$ cat src/bws_pkg.sv
// Shared types, constants and coefficient tables for the band-limited waveform sampler.
package bws_pkg;

  // Waveform commands
  localparam logic [2:0] CMD_SINE     = 3'd0;
  localparam logic [2:0] CMD_TRIANGLE = 3'd1;
  localparam logic [2:0] CMD_SAW_UP   = 3'd2;
  localparam logic [2:0] CMD_SAW_DOWN = 3'd3;
  localparam logic [2:0] CMD_PULSE    = 3'd4;
  localparam logic [2:0] CMD_SQUARE   = 3'd5;

  // Series kinds
  localparam logic [1:0] KIND_TRI = 2'd0;
  localparam logic [1:0] KIND_SAW = 2'd1;
  localparam logic [1:0] KIND_SQR = 2'd2;

  // Shared multiplier operand width
  localparam int MUL_W = 32;
  // Magnitude width of a sine value (Q30, at most 1.0)
  localparam int DVD_W = 31;
  // Running sum width, signed
  localparam int ACC_W = 40;
  // Width of the running 2*h*f value; it never exceeds 2^29
  localparam int HF_W  = 29;

  // Scale constants, Q30
  localparam logic [30:0] ONE_Q30 = 31'd1073741824;
  localparam logic [30:0] K_TRI   = 31'd870342350;
  localparam logic [30:0] K_SAW   = 31'd683565275;
  localparam logic [30:0] K_SQR   = 31'd1367130551;

  // Pulse width limits, Q0.16
  localparam logic [15:0] PW_HALF = 16'd32768;
  localparam logic [15:0] PW_MIN  = 16'd3277;
  localparam logic [15:0] PW_MAX  = 16'd62259;

  // Sample clamp limits, Q3.20
  localparam logic [31:0] SAT_POS = 32'd8388607;
  localparam logic [31:0] SAT_NEG = 32'd8388608;

  // Polynomial constant at each Horner step (step 1 to 5), from which the product is subtracted
  function automatic logic [31:0] horner_coef(input logic [2:0] step);
    logic [31:0] c;
    unique case (step)
      3'd1:    c = 32'd172271;
      3'd2:    c = 32'd5026995;
      3'd3:    c = 32'd85569306;
      3'd4:    c = 32'd693598668;
      3'd5:    c = 32'd1686629713;
      default: c = 32'd0;
    endcase
    return c;
  endfunction

endpackage

$ cat src/bws_mul.sv
// Shared unsigned 32 by 32 multiplier of the sampler datapath.
module bws_mul (
  input  logic [bws_pkg::MUL_W-1:0]   a,
  input  logic [bws_pkg::MUL_W-1:0]   b,
  output logic [2*bws_pkg::MUL_W-1:0] p
);

  // Form the full product
  assign p = {{bws_pkg::MUL_W{1'b0}}, a} * {{bws_pkg::MUL_W{1'b0}}, b};

endmodule

$ cat src/bws_div.sv
// Bit-serial restoring divider for one harmonic term magnitude.
module bws_div #(
  parameter int DVS_W = 30
) (
  input  logic                      clk,
  input  logic                      rst,
  input  logic                      start,
  input  logic [bws_pkg::DVD_W-1:0] dividend,
  input  logic [DVS_W-1:0]          divisor,
  output logic                      done,
  output logic [bws_pkg::DVD_W-1:0] quotient
);

  localparam int CNT_W = $clog2(bws_pkg::DVD_W + 1);

  logic [DVS_W-1:0]          rem;
  logic [DVS_W-1:0]          rem_next;
  logic [bws_pkg::DVD_W-1:0] quo;
  logic [CNT_W-1:0]          cnt;
  logic [DVS_W:0]            rem_sh;
  logic                      ge;

  // Shift in the next dividend bit and try the subtraction
  always_comb begin
    rem_sh = {rem, quo[bws_pkg::DVD_W-1]};
    ge     = rem_sh >= {1'b0, divisor};
    if (ge) begin
      rem_next = DVS_W'(rem_sh - {1'b0, divisor});
    end else begin
      rem_next = rem_sh[DVS_W-1:0];
    end
  end

  // Advance one quotient bit per cycle
  always_ff @(posedge clk) begin
    if (rst) begin
      cnt  <= '0;
      done <= 1'b0;
    end else begin
      done <= 1'b0;
      if (start) begin
        rem <= '0;
        quo <= dividend;
        cnt <= CNT_W'(bws_pkg::DVD_W);
      end else if (cnt != '0) begin
        rem <= rem_next;
        quo <= {quo[bws_pkg::DVD_W-2:0], ge};
        cnt <= cnt - CNT_W'(1);
        if (cnt == CNT_W'(1)) begin
          done <= 1'b1;
        end
      end
    end
  end

  assign quotient = quo;

endmodule

$ cat src/bandlimited_waveform_sample.sv
// Top level of the band-limited waveform sampler: sequencer, sine polynomial and series sum.
//
// One command returns one band-limited sample, built by summing Fourier harmonics below
// Nyquist on one shared multiplier and a bit-serial divider. busy is high from the transfer
// of a command until its result strobe; done marks the sample for exactly one cycle and the
// receiver cannot stall it. Each harmonic takes 7 multiplies of the sine polynomial, a
// divide of the term by h or h*h, plus check and accumulate. Each series sums the
// harmonics below sample_rate / 2, at most MAX_HARMONICS per series; pulse at widths other
// than one half runs two series. Sine evaluates the polynomial alone and the unused
// commands give a zero sample. sample_rate is written by sample_rate_we; the user must
// write it only while busy is low, as the block itself does not enforce this.
module bandlimited_waveform_sample #(
  parameter int MAX_HARMONICS   = 1024,
  parameter int SINE_TABLE_BITS = 12
) (
  input  logic        clk,
  input  logic        rst,
  input  logic        start,
  output logic        busy,
  input  logic [2:0]  command,
  input  logic [23:0] phase,
  input  logic [25:0] frequency,
  input  logic [15:0] pulse_width,
  input  logic        sample_rate_we,
  input  logic [18:0] sample_rate,
  output logic        done,
  output logic [23:0] sample,
  output logic        harmonics_capped
);

  localparam int H_W   = $clog2(2 * MAX_HARMONICS + 2);
  localparam int N_W   = $clog2(MAX_HARMONICS + 1);
  localparam int DVS_W = 2 * H_W;
  localparam int TB    = SINE_TABLE_BITS;
  localparam int MW    = bws_pkg::MUL_W;

  localparam logic [3:0] S_IDLE  = 4'd0;
  localparam logic [3:0] S_CHECK = 4'd1;
  localparam logic [3:0] S_SIN   = 4'd2;
  localparam logic [3:0] S_HH    = 4'd3;
  localparam logic [3:0] S_DIVS  = 4'd4;
  localparam logic [3:0] S_DIVW  = 4'd5;
  localparam logic [3:0] S_ACC   = 4'd6;
  localparam logic [3:0] S_FIN0  = 4'd7;
  localparam logic [3:0] S_FIN1  = 4'd8;
  localparam logic [3:0] S_FIN2  = 4'd9;

  logic [3:0]               state;
  logic [18:0]              sr;
  logic [1:0]               kind;
  logic                     step2;
  logic                     pulse_two;
  logic                     second;
  logic                     sine_only;
  logic [30:0]              coef;
  logic                     coef_neg;
  logic [23:0]              ph_base;
  logic [23:0]              ph_base2;
  logic [25:0]              fr;
  logic [N_W-1:0]           n;
  logic [H_W-1:0]           h;
  logic [bws_pkg::HF_W-1:0] hf2;
  logic [23:0]              ph_acc;
  logic [30:0]              q;
  logic [30:0]              q2;
  logic [31:0]              t;
  logic                     sneg;
  logic [30:0]              s_mag;
  logic [DVS_W-1:0]         hh;
  logic signed [bws_pkg::ACC_W-1:0] acc;
  logic                     capped;
  logic [71:0]              prod;
  logic [2:0]               sstep;

  logic [MW-1:0]            mul_a;
  logic [MW-1:0]            mul_b;
  logic [2*MW-1:0]          mp;
  logic [33:0]              mp_sh;
  logic                     div_start;
  logic                     div_done;
  logic [bws_pkg::DVD_W-1:0] div_q;
  logic [DVS_W-1:0]         divisor;

  logic [23:0]              sin_ph;
  logic [TB-1:0]            idx;
  logic [30:0]              q_raw;
  logic [30:0]              q_in;
  logic                     neg_in;
  logic                     accept;
  logic                     nyq_ok;
  logic [15:0]              pw_cl;
  logic [22:0]              off;
  logic signed [bws_pkg::ACC_W-1:0] term;
  logic                     sub;
  logic [bws_pkg::ACC_W-2:0] amag;
  logic                     out_neg;
  logic [31:0]              rnd;
  logic [71:0]              rnd_full;

  assign accept = start && !busy;
  assign busy   = state != S_IDLE;

  // Derive the quarter-wave argument and sign from a phase
  assign sin_ph = (state == S_IDLE) ? phase : ph_acc;
  always_comb begin
    idx    = sin_ph[23 -: TB];
    q_raw  = 31'(idx[TB-3:0]) << (32 - TB);
    q_in   = idx[TB-2] ? 31'(bws_pkg::ONE_Q30 - q_raw) : q_raw;
    neg_in = idx[TB-1];
  end

  // Clamp the pulse width and form the saw offset
  always_comb begin
    pw_cl = pulse_width;
    if (pw_cl < bws_pkg::PW_MIN) begin
      pw_cl = bws_pkg::PW_MIN;
    end
    if (pw_cl > bws_pkg::PW_MAX) begin
      pw_cl = bws_pkg::PW_MAX;
    end
    off = {pw_cl, 7'd0};
  end

  assign nyq_ok = hf2 < bws_pkg::HF_W'({sr, 8'd0});

  // Final magnitude and sign of the sum times the scale constant
  always_comb begin
    amag    = acc[bws_pkg::ACC_W-1] ? (bws_pkg::ACC_W-1)'(-acc)
                                    : acc[bws_pkg::ACC_W-2:0];
    out_neg = acc[bws_pkg::ACC_W-1] ^ coef_neg;
    rnd_full = prod + (72'd1 << 39);
    rnd      = rnd_full[71:40];
  end

  // Select the shared multiplier operands
  always_comb begin
    mul_a = '0;
    mul_b = '0;
    unique case (state)
      S_SIN: begin
        mul_a = (sstep == 3'd0 || sstep == 3'd6) ? MW'(q) : MW'(q2);
        if (sstep == 3'd0) begin
          mul_b = MW'(q);
        end else if (sstep == 3'd1) begin
          mul_b = 32'd3864;
        end else begin
          mul_b = t;
        end
      end
      S_HH: begin
        mul_a = MW'(h);
        mul_b = MW'(h);
      end
      S_FIN0: begin
        mul_a = MW'(amag[19:0]);
        mul_b = MW'(coef);
      end
      S_FIN1: begin
        mul_a = MW'(amag[bws_pkg::ACC_W-2:20]);
        mul_b = MW'(coef);
      end
      default: begin
        mul_a = '0;
        mul_b = '0;
      end
    endcase
  end

  bws_mul u_mul (
    .a (mul_a),
    .b (mul_b),
    .p (mp)
  );

  assign mp_sh = mp[63:30];

  assign divisor   = (kind == bws_pkg::KIND_TRI) ? hh : DVS_W'(h);
  assign div_start = state == S_DIVS;

  bws_div #(
    .DVS_W (DVS_W)
  ) u_div (
    .clk      (clk),
    .rst      (rst),
    .start    (div_start),
    .dividend (s_mag),
    .divisor  (divisor),
    .done     (div_done),
    .quotient (div_q)
  );

  // Signed term and whether it is subtracted
  always_comb begin
    term = sneg ? -$signed({{(bws_pkg::ACC_W-31){1'b0}}, div_q})
                : $signed({{(bws_pkg::ACC_W-31){1'b0}}, div_q});
    sub  = ((kind == bws_pkg::KIND_TRI) && n[0]) || ((kind == bws_pkg::KIND_SAW) && h[0]);
    sub  = sub ^ second;
  end

  // Hold the sample rate register
  always_ff @(posedge clk) begin
    if (rst) begin
      sr <= 19'd48000;
    end else if (sample_rate_we) begin
      sr <= sample_rate;
    end
  end

  // Sequence commands through harmonics, divide and scaling
  always_ff @(posedge clk) begin
    if (rst) begin
      state <= S_IDLE;
      done  <= 1'b0;
    end else begin
      done <= 1'b0;
      unique case (state)
        S_IDLE: begin
          if (accept) begin
            n         <= '0;
            h         <= H_W'(1);
            hf2       <= bws_pkg::HF_W'({frequency, 1'b0});
            fr        <= frequency;
            ph_acc    <= phase;
            ph_base   <= phase;
            ph_base2  <= phase;
            acc       <= '0;
            capped    <= 1'b0;
            second    <= 1'b0;
            pulse_two <= 1'b0;
            sine_only <= 1'b0;
            step2     <= 1'b1;
            kind      <= bws_pkg::KIND_SQR;
            coef      <= bws_pkg::ONE_Q30;
            coef_neg  <= 1'b0;
            state     <= S_CHECK;
            unique case (command)
              bws_pkg::CMD_SINE: begin
                sine_only <= 1'b1;
                q         <= q_in;
                sneg      <= neg_in;
                sstep     <= 3'd0;
                state     <= S_SIN;
              end
              bws_pkg::CMD_TRIANGLE: begin
                kind <= bws_pkg::KIND_TRI;
                coef <= bws_pkg::K_TRI;
              end
              bws_pkg::CMD_SAW_UP: begin
                kind     <= bws_pkg::KIND_SAW;
                step2    <= 1'b0;
                coef     <= bws_pkg::K_SAW;
                coef_neg <= 1'b1;
              end
              bws_pkg::CMD_SAW_DOWN: begin
                kind  <= bws_pkg::KIND_SAW;
                step2 <= 1'b0;
                coef  <= bws_pkg::K_SAW;
              end
              bws_pkg::CMD_PULSE: begin
                if (pulse_width == bws_pkg::PW_HALF) begin
                  coef <= bws_pkg::K_SQR;
                end else begin
                  kind      <= bws_pkg::KIND_SAW;
                  step2     <= 1'b0;
                  coef      <= bws_pkg::K_SAW;
                  coef_neg  <= 1'b1;
                  pulse_two <= 1'b1;
                  ph_acc    <= phase + {1'b0, off};
                  ph_base   <= phase + {1'b0, off};
                  ph_base2  <= phase - {1'b0, off};
                end
              end
              bws_pkg::CMD_SQUARE: begin
                coef <= bws_pkg::K_SQR;
              end
              default: begin
                state <= S_FIN0;
              end
            endcase
          end
        end
        S_CHECK: begin
          if (!nyq_ok || n == N_W'(MAX_HARMONICS)) begin
            if (nyq_ok) begin
              capped <= 1'b1;
            end
            if (pulse_two && !second) begin
              // Start the second, subtracted saw series
              second  <= 1'b1;
              n       <= '0;
              h       <= H_W'(1);
              hf2     <= bws_pkg::HF_W'({fr, 1'b0});
              ph_acc  <= ph_base2;
              ph_base <= ph_base2;
            end else begin
              state <= S_FIN0;
            end
          end else begin
            q     <= q_in;
            sneg  <= neg_in;
            sstep <= 3'd0;
            state <= S_SIN;
          end
        end
        S_SIN: begin
          sstep <= sstep + 3'd1;
          if (sstep == 3'd0) begin
            q2 <= mp_sh[30:0];
          end else if (sstep != 3'd6) begin
            t <= bws_pkg::horner_coef(sstep) - mp_sh[31:0];
          end else begin
            s_mag <= mp_sh[30:0];
            if (sine_only) begin
              acc   <= sneg ? -$signed({{(bws_pkg::ACC_W-31){1'b0}}, mp_sh[30:0]})
                            : $signed({{(bws_pkg::ACC_W-31){1'b0}}, mp_sh[30:0]});
              state <= S_FIN0;
            end else if (kind == bws_pkg::KIND_TRI) begin
              state <= S_HH;
            end else begin
              state <= S_DIVS;
            end
          end
        end
        S_HH: begin
          hh    <= mp[DVS_W-1:0];
          state <= S_DIVS;
        end
        S_DIVS: begin
          state <= S_DIVW;
        end
        S_DIVW: begin
          if (div_done) begin
            state <= S_ACC;
          end
        end
        S_ACC: begin
          // Add the term and advance to the next harmonic
          acc    <= sub ? acc - term : acc + term;
          n      <= n + N_W'(1);
          h      <= step2 ? h + H_W'(2) : h + H_W'(1);
          hf2    <= step2 ? hf2 + bws_pkg::HF_W'({fr, 2'd0})
                          : hf2 + bws_pkg::HF_W'({fr, 1'b0});
          ph_acc <= step2 ? ph_acc + {ph_base[22:0], 1'b0} : ph_acc + ph_base;
          state  <= S_CHECK;
        end
        S_FIN0: begin
          prod  <= 72'(mp);
          state <= S_FIN1;
        end
        S_FIN1: begin
          prod  <= prod + (72'(mp) << 20);
          state <= S_FIN2;
        end
        S_FIN2: begin
          // Round, saturate and present the sample
          if (out_neg) begin
            sample <= (rnd >= bws_pkg::SAT_NEG) ? 24'h800000 : 24'(-rnd);
          end else begin
            sample <= (rnd > bws_pkg::SAT_POS) ? 24'h7FFFFF : rnd[23:0];
          end
          harmonics_capped <= capped;
          done  <= 1'b1;
          state <= S_IDLE;
        end
        default: begin
          state <= S_IDLE;
        end
      endcase
    end
  end

endmodule

$ cat config.mk
export PLATFORM = sky130hd
export DESIGN_NAME = bandlimited_waveform_sample
export DESIGN_NICKNAME = d
export VERILOG_FILES = /design/src/bws_pkg.sv /design/src/bws_mul.sv /design/src/bws_div.sv /design/src/bandlimited_waveform_sample.sv
export SDC_FILE = /design/constraint.sdc
export NUM_CORES = 2
export LEC_CHECK = 0
export ABC_AREA = 1
export ABC_CLOCK_PERIOD_IN_PS = 15900
export CORE_MARGIN = 2
export CORE_UTILIZATION = 30
export DETAILED_ROUTE_END_ITERATION = 12
export DONT_BUFFER_PORTS = 1
export REMOVE_ABC_BUFFERS = 1
export SLEW_MARGIN = 20
export SYNTH_ARGS = -nofsm -noshare
export SYNTH_HDL_FRONTEND = slang
export SYNTH_HIERARCHICAL = 1
export SYNTH_SLANG_ARGS = --single-unit
$ cat constraint.sdc
create_clock -name clk -period 15.9 [get_ports clk]
set_input_delay 4.77 -clock clk [delete_from_list [all_inputs] [get_ports clk]]
set_output_delay 4.77 -clock clk [all_outputs]
set_load 0.02 [all_outputs]
**Word-level counts from Yosys, hierarchy flattened**

Cells that the tools add are included.
W data, S select, Z words.

- Register bits: 564
- Output and inout bits: 27
- Logic and storage cells: 243

- Bitwise gates (word level): 6
- Mux-type cells: 98
- $lt $le $gt $ge: 6
- Multiply operators: 1
- Eq/ne operators: 36
- Reduce and logical (&&, ||, !) cells: 41
- Add/sub/neg operators: 22

Operators by type and width:

| kind | number |
|---|---|
| $mux W24 | 15 |
| $mux W40 | 7 |
| $mux W31 | 8 |
| $pmux W31 S4 | 2 |
| $mux W32 | 6 |
| $pmux W31 S5 | 1 |
| $pmux W72 S2 | 1 |
| $pmux W40 S3 | 1 |
| $mux W29 | 4 |
| $pmux W32 S3 | 1 |
| $pmux W29 S3 | 1 |
| $neg A31 Y40 | 2 |
| $add A72 B40 Y72 const B | 1 |
| $add A72 B72 Y72 | 1 |
| $pmux W24 S3 | 1 |
| $mul A31 B32 Y63 | 1 |
| $pmux W31 S2 | 1 |
| $add A24 B24 Y24 | 2 |
| $mux W12 | 4 |
| $pmux W24 S2 | 1 |
| $add A40 B40 Y40 | 1 |
| $sub A40 B40 Y40 | 1 |
| $mux W39 | 1 |
| $neg A39 Y39 | 1 |
| other kinds (67) | 145 |

**Logic depth before layout (Yosys ltp)**

- Depth in word-level cells: 11
- Depth in mapped cells: 62

**Hierarchy**

The synthesis kept the hierarchy.

Modules (own cells, without submodules):

| module | instances | cells an instance | area each (µm²) | sequential area each (µm²) |
|---|---|---|---|---|
| bandlimited_waveform_sample | 1 | 5,253 | 38,515.7 | 12,942.4 |
| bws_mul | 1 | 4,995 | 36,194.7 | 0.0 |
| bws_div | 1 | 695 | 4,750.8 | 1,771.7 |

**Least setup slack after synthesis**

OpenSTA, ideal clock, no wires.

- Path type: reg-to-reg
- Start point: reg acc[1] (netlist bit)
- End point: reg t[27] (data pin)
- Data arrival time: 9,994 ps
- Stages on the path, launching flop included: 51
- Setup slack: 5,645 ps
- Required time: 15,639 ps
- Library setup time: 261 ps
- Cells stage by stage: edfxtp_1 > inv_2 > ha_1 > nand3_1 > nor3_2 > nand3_1 > nor2_1 > nand3_1 > nand2_1 > o21ai_2 > nor2_1 > o21ai_1 > nor2_1 > xor2_1 > o211ai_1 > clkbuf_1 > nand2_1 > inv_1 > (+15 left out) > nand2_1 > o21bai_1 > inv_1 > nand2_1 > xor2_1 > inv_2 > ha_1 > a21oi_1 > nand2_1 > a21oi_2 > o21ai_1 > a21boi_0 > o21ai_1 > a21boi_0 > o21ai_1 > nand2_1 > nand2_1 > xor2_1

- Longest elaborated chain between the ends: 5

Ends and longest elaborated chain:

| what | line | source |
|---|---|---|
| from (decl) | bandlimited_waveform_sample.sv:70 | `logic signed [bws_pkg::ACC_W-1:0] acc;` |
| from (signal assigned) | bandlimited_waveform_sample.sv:314 | `acc <= sneg ? -$signed({{(bws_pkg::ACC_W-31){1'b0}}, mp_sh[30:0]})` |
| from (signal assigned) | bandlimited_waveform_sample.sv:338 | `acc <= sub ? acc - term : acc + term;` |
| $neg A39 Y39 | bandlimited_waveform_sample.sv:128 | `amag = acc[bws_pkg::ACC_W-1] ? (bws_pkg::ACC_W-1)'(-acc)` |
| $mux W39 | bandlimited_waveform_sample.sv:128 |  |
| $pmux W31 S4 | bandlimited_waveform_sample.sv:139 | `unique case (state)` |
| named net mul_a[18] | bandlimited_waveform_sample.sv:75 | `logic [MW-1:0] mul_a;` |
| $mul A31 B32 Y63 | bws_mul.sv:9 | `assign p = {{bws_pkg::MUL_W{1'b0}}, a} * {{bws_pkg::MUL_W{1'b0}}, b};` |
| named net mp[32] | bandlimited_waveform_sample.sv:77 | `logic [2*MW-1:0] mp;` |
| $sub A32 B32 Y32 | bandlimited_waveform_sample.sv:310 | `t <= bws_pkg::horner_coef(sstep) - mp_sh[31:0];` |
| to (signal assigned) | bandlimited_waveform_sample.sv:310 |  |
| to (decl) | bandlimited_waveform_sample.sv:66 | `logic [31:0] t;` |

The timed path passes the listed nets, and every way through them passes these cells.
A chain may end at the register's enable or synchronous reset.

**Final worst setup path**

- Start point: reg state[0]
- End point: reg t[25] (data pin)

- Longest elaborated chain between the ends: 5
- Elaborated cells between the ends (all ways): 9
- Those cells by class: 1 x add/sub; 1 x mul; 4 x eq/ne; 2 x mux; 1 x reduce/logical

Ends and longest elaborated chain:

| what | line | source |
|---|---|---|
| from (decl) | bandlimited_waveform_sample.sv:48 | `logic [3:0] state;` |
| from (signal assigned) | bandlimited_waveform_sample.sv:212 | `state <= S_IDLE;` |
| from (signal assigned) | bandlimited_waveform_sample.sv:235 | `state <= S_CHECK;` |
| from (signal assigned) | bandlimited_waveform_sample.sv:242 | `state <= S_SIN;` |
| $eq A4 B4 Y1 or $eq A4 B3 Y1 (tied branches) | bandlimited_waveform_sample.sv:139 |  |
| $reduce_or A2 Y1 (no source line) | - |  |
| $pmux W32 S3 (*) | bandlimited_waveform_sample.sv:139 |  |
| named net mul_b[17] | bandlimited_waveform_sample.sv:76 | `logic [MW-1:0] mul_b;` |
| $mul A31 B32 Y63 (*) | bws_mul.sv:9 |  |
| named net mp[36] | bandlimited_waveform_sample.sv:77 |  |
| $sub A32 B32 Y32 (*) | bandlimited_waveform_sample.sv:310 |  |

Mark *: on every way through the listed nets, which the timed path passes. The rest lies on a longest branch.

==> results by group <==
Run status
  – Status: completed

Clocking
  – CTS tree: yes
  – H-tree Lvls: 3
  – Clock Latency Late Sink: 0.67 ns
  – Gates resized, CTS repair: 0
  – Worst-path clk slew: 0.06 ns
  – CTS sink count: 500
  – Cts hold-fix bufs: 0
  – Cts bufs inserted: 66
  – CTS max path bufs: 3
  – Clock Tree Root: clkbuf_16
  – Setup repair bufs after CTS: 0

STA
  – Clock Skew: around 0.045 ns
  – Final Setup Violations: 0
  – Setup TNS: 0 ns
  – Post-route minimum period: around 13 ns
  – Max-slew violations: 0
  – Max-slew headroom: between 20% and 30%
  – RSZ-0062 raised after global routing: false
  – Tcrit/Tclk final: approximately four fifths
  – Measured slew at the worst slew-check pin: 1.05 ns
  – Fmax: 0.0782 GHz
  – Hold Fails Final Rpt: 0
  – Hold Worst Slack: about 0.47 ns
  – Final worst slack: slightly above 3 ns

Floorplan
  – # IOs: around 120
  – Rows: about 190
  – Initial core utilization: a little under a third
  – Core area: ~260000 sq um
  – Die W: a little over 500 microns
  – Die Ht: 519 microns
  – Die area: 269000 sq um

Power and ir drop
  – Clock share of power: between 10% and 20%
  – Logic pwr share: between 70% and 80%
  – Seq pwr share: between 10% and 20%
  – VDD IR max: approximately 100 uV
  – Sw Pwr: around 7.1 mW
  – P_int: approximately 5.6 mW
  – PD cells: ~150 nW/um^2
  – LEAKAGE: roughly 45 nW
  – Net Sw Frac: approximately 56%

Global routing
  – Met1 usage: between 20% and 30%
  – Tot GR Track Use: roughly a fifth
  – Busiest grt layer: met2
  – Grt met3 use: under 10%
  – First-pass GRT wire length: a little over 400 mm
  – Largest net degree at the start of global routing: slightly below 70
  – Initial antenna violation count: 11
  – Met2 Use GR: a little under a third
  – Vias in the first global route: just under 70000
  – Grt ovf: 0

Job
  – Max Cap Viol: 0

Synth
  – Post-synth EDFFs: 470
  – Count of cell types in the netlist: 80
  – Syn avg cell area: between 7 and 8 sq um
  – Mapped cell area: just under 80000 sq um
  – Synth Instances: about 11000
  – Ys async rst share: 0%
  – Top_reg_cell synth: edfxtp_1
  – Yosys warning count: 6
  – Yosys reg bits: 500
  – Sequential-to-total area share from yosys stat: 18.5%

Worst setup path
  – Critical path capture point type: flip-flop
  – Worst r2r dst: t[25]
  – Crit start category: flip-flop
  – R2R Setup Slk: about 3.1 ns
  – RR Startpoint: state[0]
  – Critical path class: flip-flop to flip-flop
  – CP required: around 16 ns
  – Critical path's largest stage delay: about 0.61 ns
  – Worst-path maximum fanout: 68
  – Worst path slowest cell: buf_4
  – Most common cell on crit path: nand2_1
  – Critical path arrival: 13.16 ns
  – CP Launch Point: state[0]
  – Setup crit end: t[25]
  – R2R depth: 45

Place
  – Port Buf Inserts: 0
  – Placed cells: 14260
  – Final estimated routing congestion in global placement: around 1
  – Post-DP Area: about 84000 sq um
  – Dpl hpwl: between 200 and 250 mm
  – DP Worst Slack: 3.39 ns

Detailed routing
  – Post-route ant nets: 0
  – DRC: 0
  – First-pass iteration count of the detailed router: 7
  – First-iteration detailed-routing DRC count: 6509
  – Final wirelength: about 260 mm
  – Vias: between 60000 and 70000
  – WL/cell: 18.1 microns
  – Vias/cell: 4.83

Min path
  – Worst Hold Launch: sr[17]
  – Hold Path Depth: 2
  – Hold Path Class: flip-flop to flip-flop

Finish
  – Layout cells sized above 1: between 4 and 5%
  – Nets: roughly 12000
  – P&R area growth vs syn: 8.21%
  – Finished Cell Area: between 80000 and 90000 sq um
  – Finished Layout Cells: 14385
[cell usage after synthesis (all sizes together) (10+ instances only)]
cell type	instances	area share (%)
nand2	2946	14
inv	2591	12
fa	906	23
nor2	764	3.9
ha	573	9.0
a21oi	531	3.4
o21ai	506	3.2
edfxtp	470	18
nand3	404	2.8
clkbuf	279	1.3
xor2	174	1.9
nor3	111	0.80
nand4	81	0.71
xnor2	69	0.76
a31oi	68	0.54
o211ai	63	0.61
or2	51	0.40
buf	45	0.32
nand3b	36	0.36
o21bai	36	0.35
nor4	32	0.27
dfxtp	30	0.76
a21o	25	0.24
o21a	21	0.21
a21boi	14	0.14
o22ai	14	0.11
o31ai	14	0.13
and2	12	0.094
o221ai	11	0.12
a211oi	10	0.094
[worst min-delay path by stage]
stage,endpoint,slack (ns)
4_1_cts,sr[1],0.47
3_5_place_dp,harmonics_capped,0.45
3_3_place_gp,sr[1],0.46
2_1_floorplan,harmonics_capped,0.40
5_1_grt,sr[5],0.50
6_report,sr[17],0.47
[metrics by stage]
stage,power [mW],utilization [%]
2_1_floorplan,8.12,-
3_3_place_gp,11.0,31.9
3_5_place_dp,11.1,31.9
4_1_cts,12.6,32.7
5_1_grt,13.8,32.7
6_report,12.7,32.7
[layer usage]
layer,up-vias,routed length [microns]
li1,33309,-
met1,33386,117000
met2,2402,117000
met3,325,19600
met4,2,6510
met5,-,13
[cells in the final DEF (no fill, tap or decap), drive strengths merged, types with 174 or more instances in the layout]
cell,n
fa,906
inv,2595
nor2,764
ha,573
nand3,404
edfxtp,470
xor2,174
nand2,2946
o21ai,506
a21oi,531
[area by class of cell]
class                           count  area [sq um]
Clock inverter                     32           315
Tap cell                         3515          4400
Multi-Input combinational cell   7528         54100
Antenna cell                        8          20.0
Inverter                         2595          9740
Fill cell                       28594        177000
Timing Repair Buffer              122           916
Sequential cell                   500         14700
Clock buffer                       85          1810
[worst max-delay path: cells and delay by family (launching register included)]
kind | cells | cell delay, ns
flops | 1 | 0.42
simple gates | 18 | 3.49
buf+inv | 12 | 2.05
fa+ha+maj | 10 | 5.04
compound gates | 5 | 1.42
[kinds of logic (layout without fill, tap and decap cells)]
family	count (synthesis)	in the layout	share of synthesized area [%]
AND/OR/NAND/NOR	4447	4447	23.5
buffers and inverters	2919	2834	13.9
adder cells (fa/ha/maj)	1479	1479	31.8
AO/OA/AOI/OAI	1348	1348	9.51
flip-flops	500	500	18.5
XOR/XNOR	243	243	2.70
multiplexers	6	6	0.0756
other	1	13	0.00472
[power groups by stage]
| stage | combinational (mW) | clock, mW | sequential [mW] |
|---|---|---|---|
| after floorplan | 5.92 | 0 | 2.20 |
| final | 8.97 | 1.52 | 2.25 |
| after CTS | 8.84 | 1.55 | 2.25 |
| after detailed placement | 8.78 | 0 | 2.27 |
| after global placement | 8.77 | 0 | 2.27 |
| after global routing | 9.94 | 1.59 | 2.28 |
[state kept, by name, indices dropped and copies added (netlist names), 2 cells and up]
signal and cells:
ph_base2 24, state 4, sstep 3, sample 24
q2 31, ph_base 24, u_div/quotient 31, t 32
q 11, h 12, hf2 28, ph_acc 24
u_div/cnt 5, prod 52, u_div/rem 24, n 11
acc 40, sr 19, hh 24, kind 2
fr 26, coef 8, s_mag 31
Power figures use the tool's default switching activity.
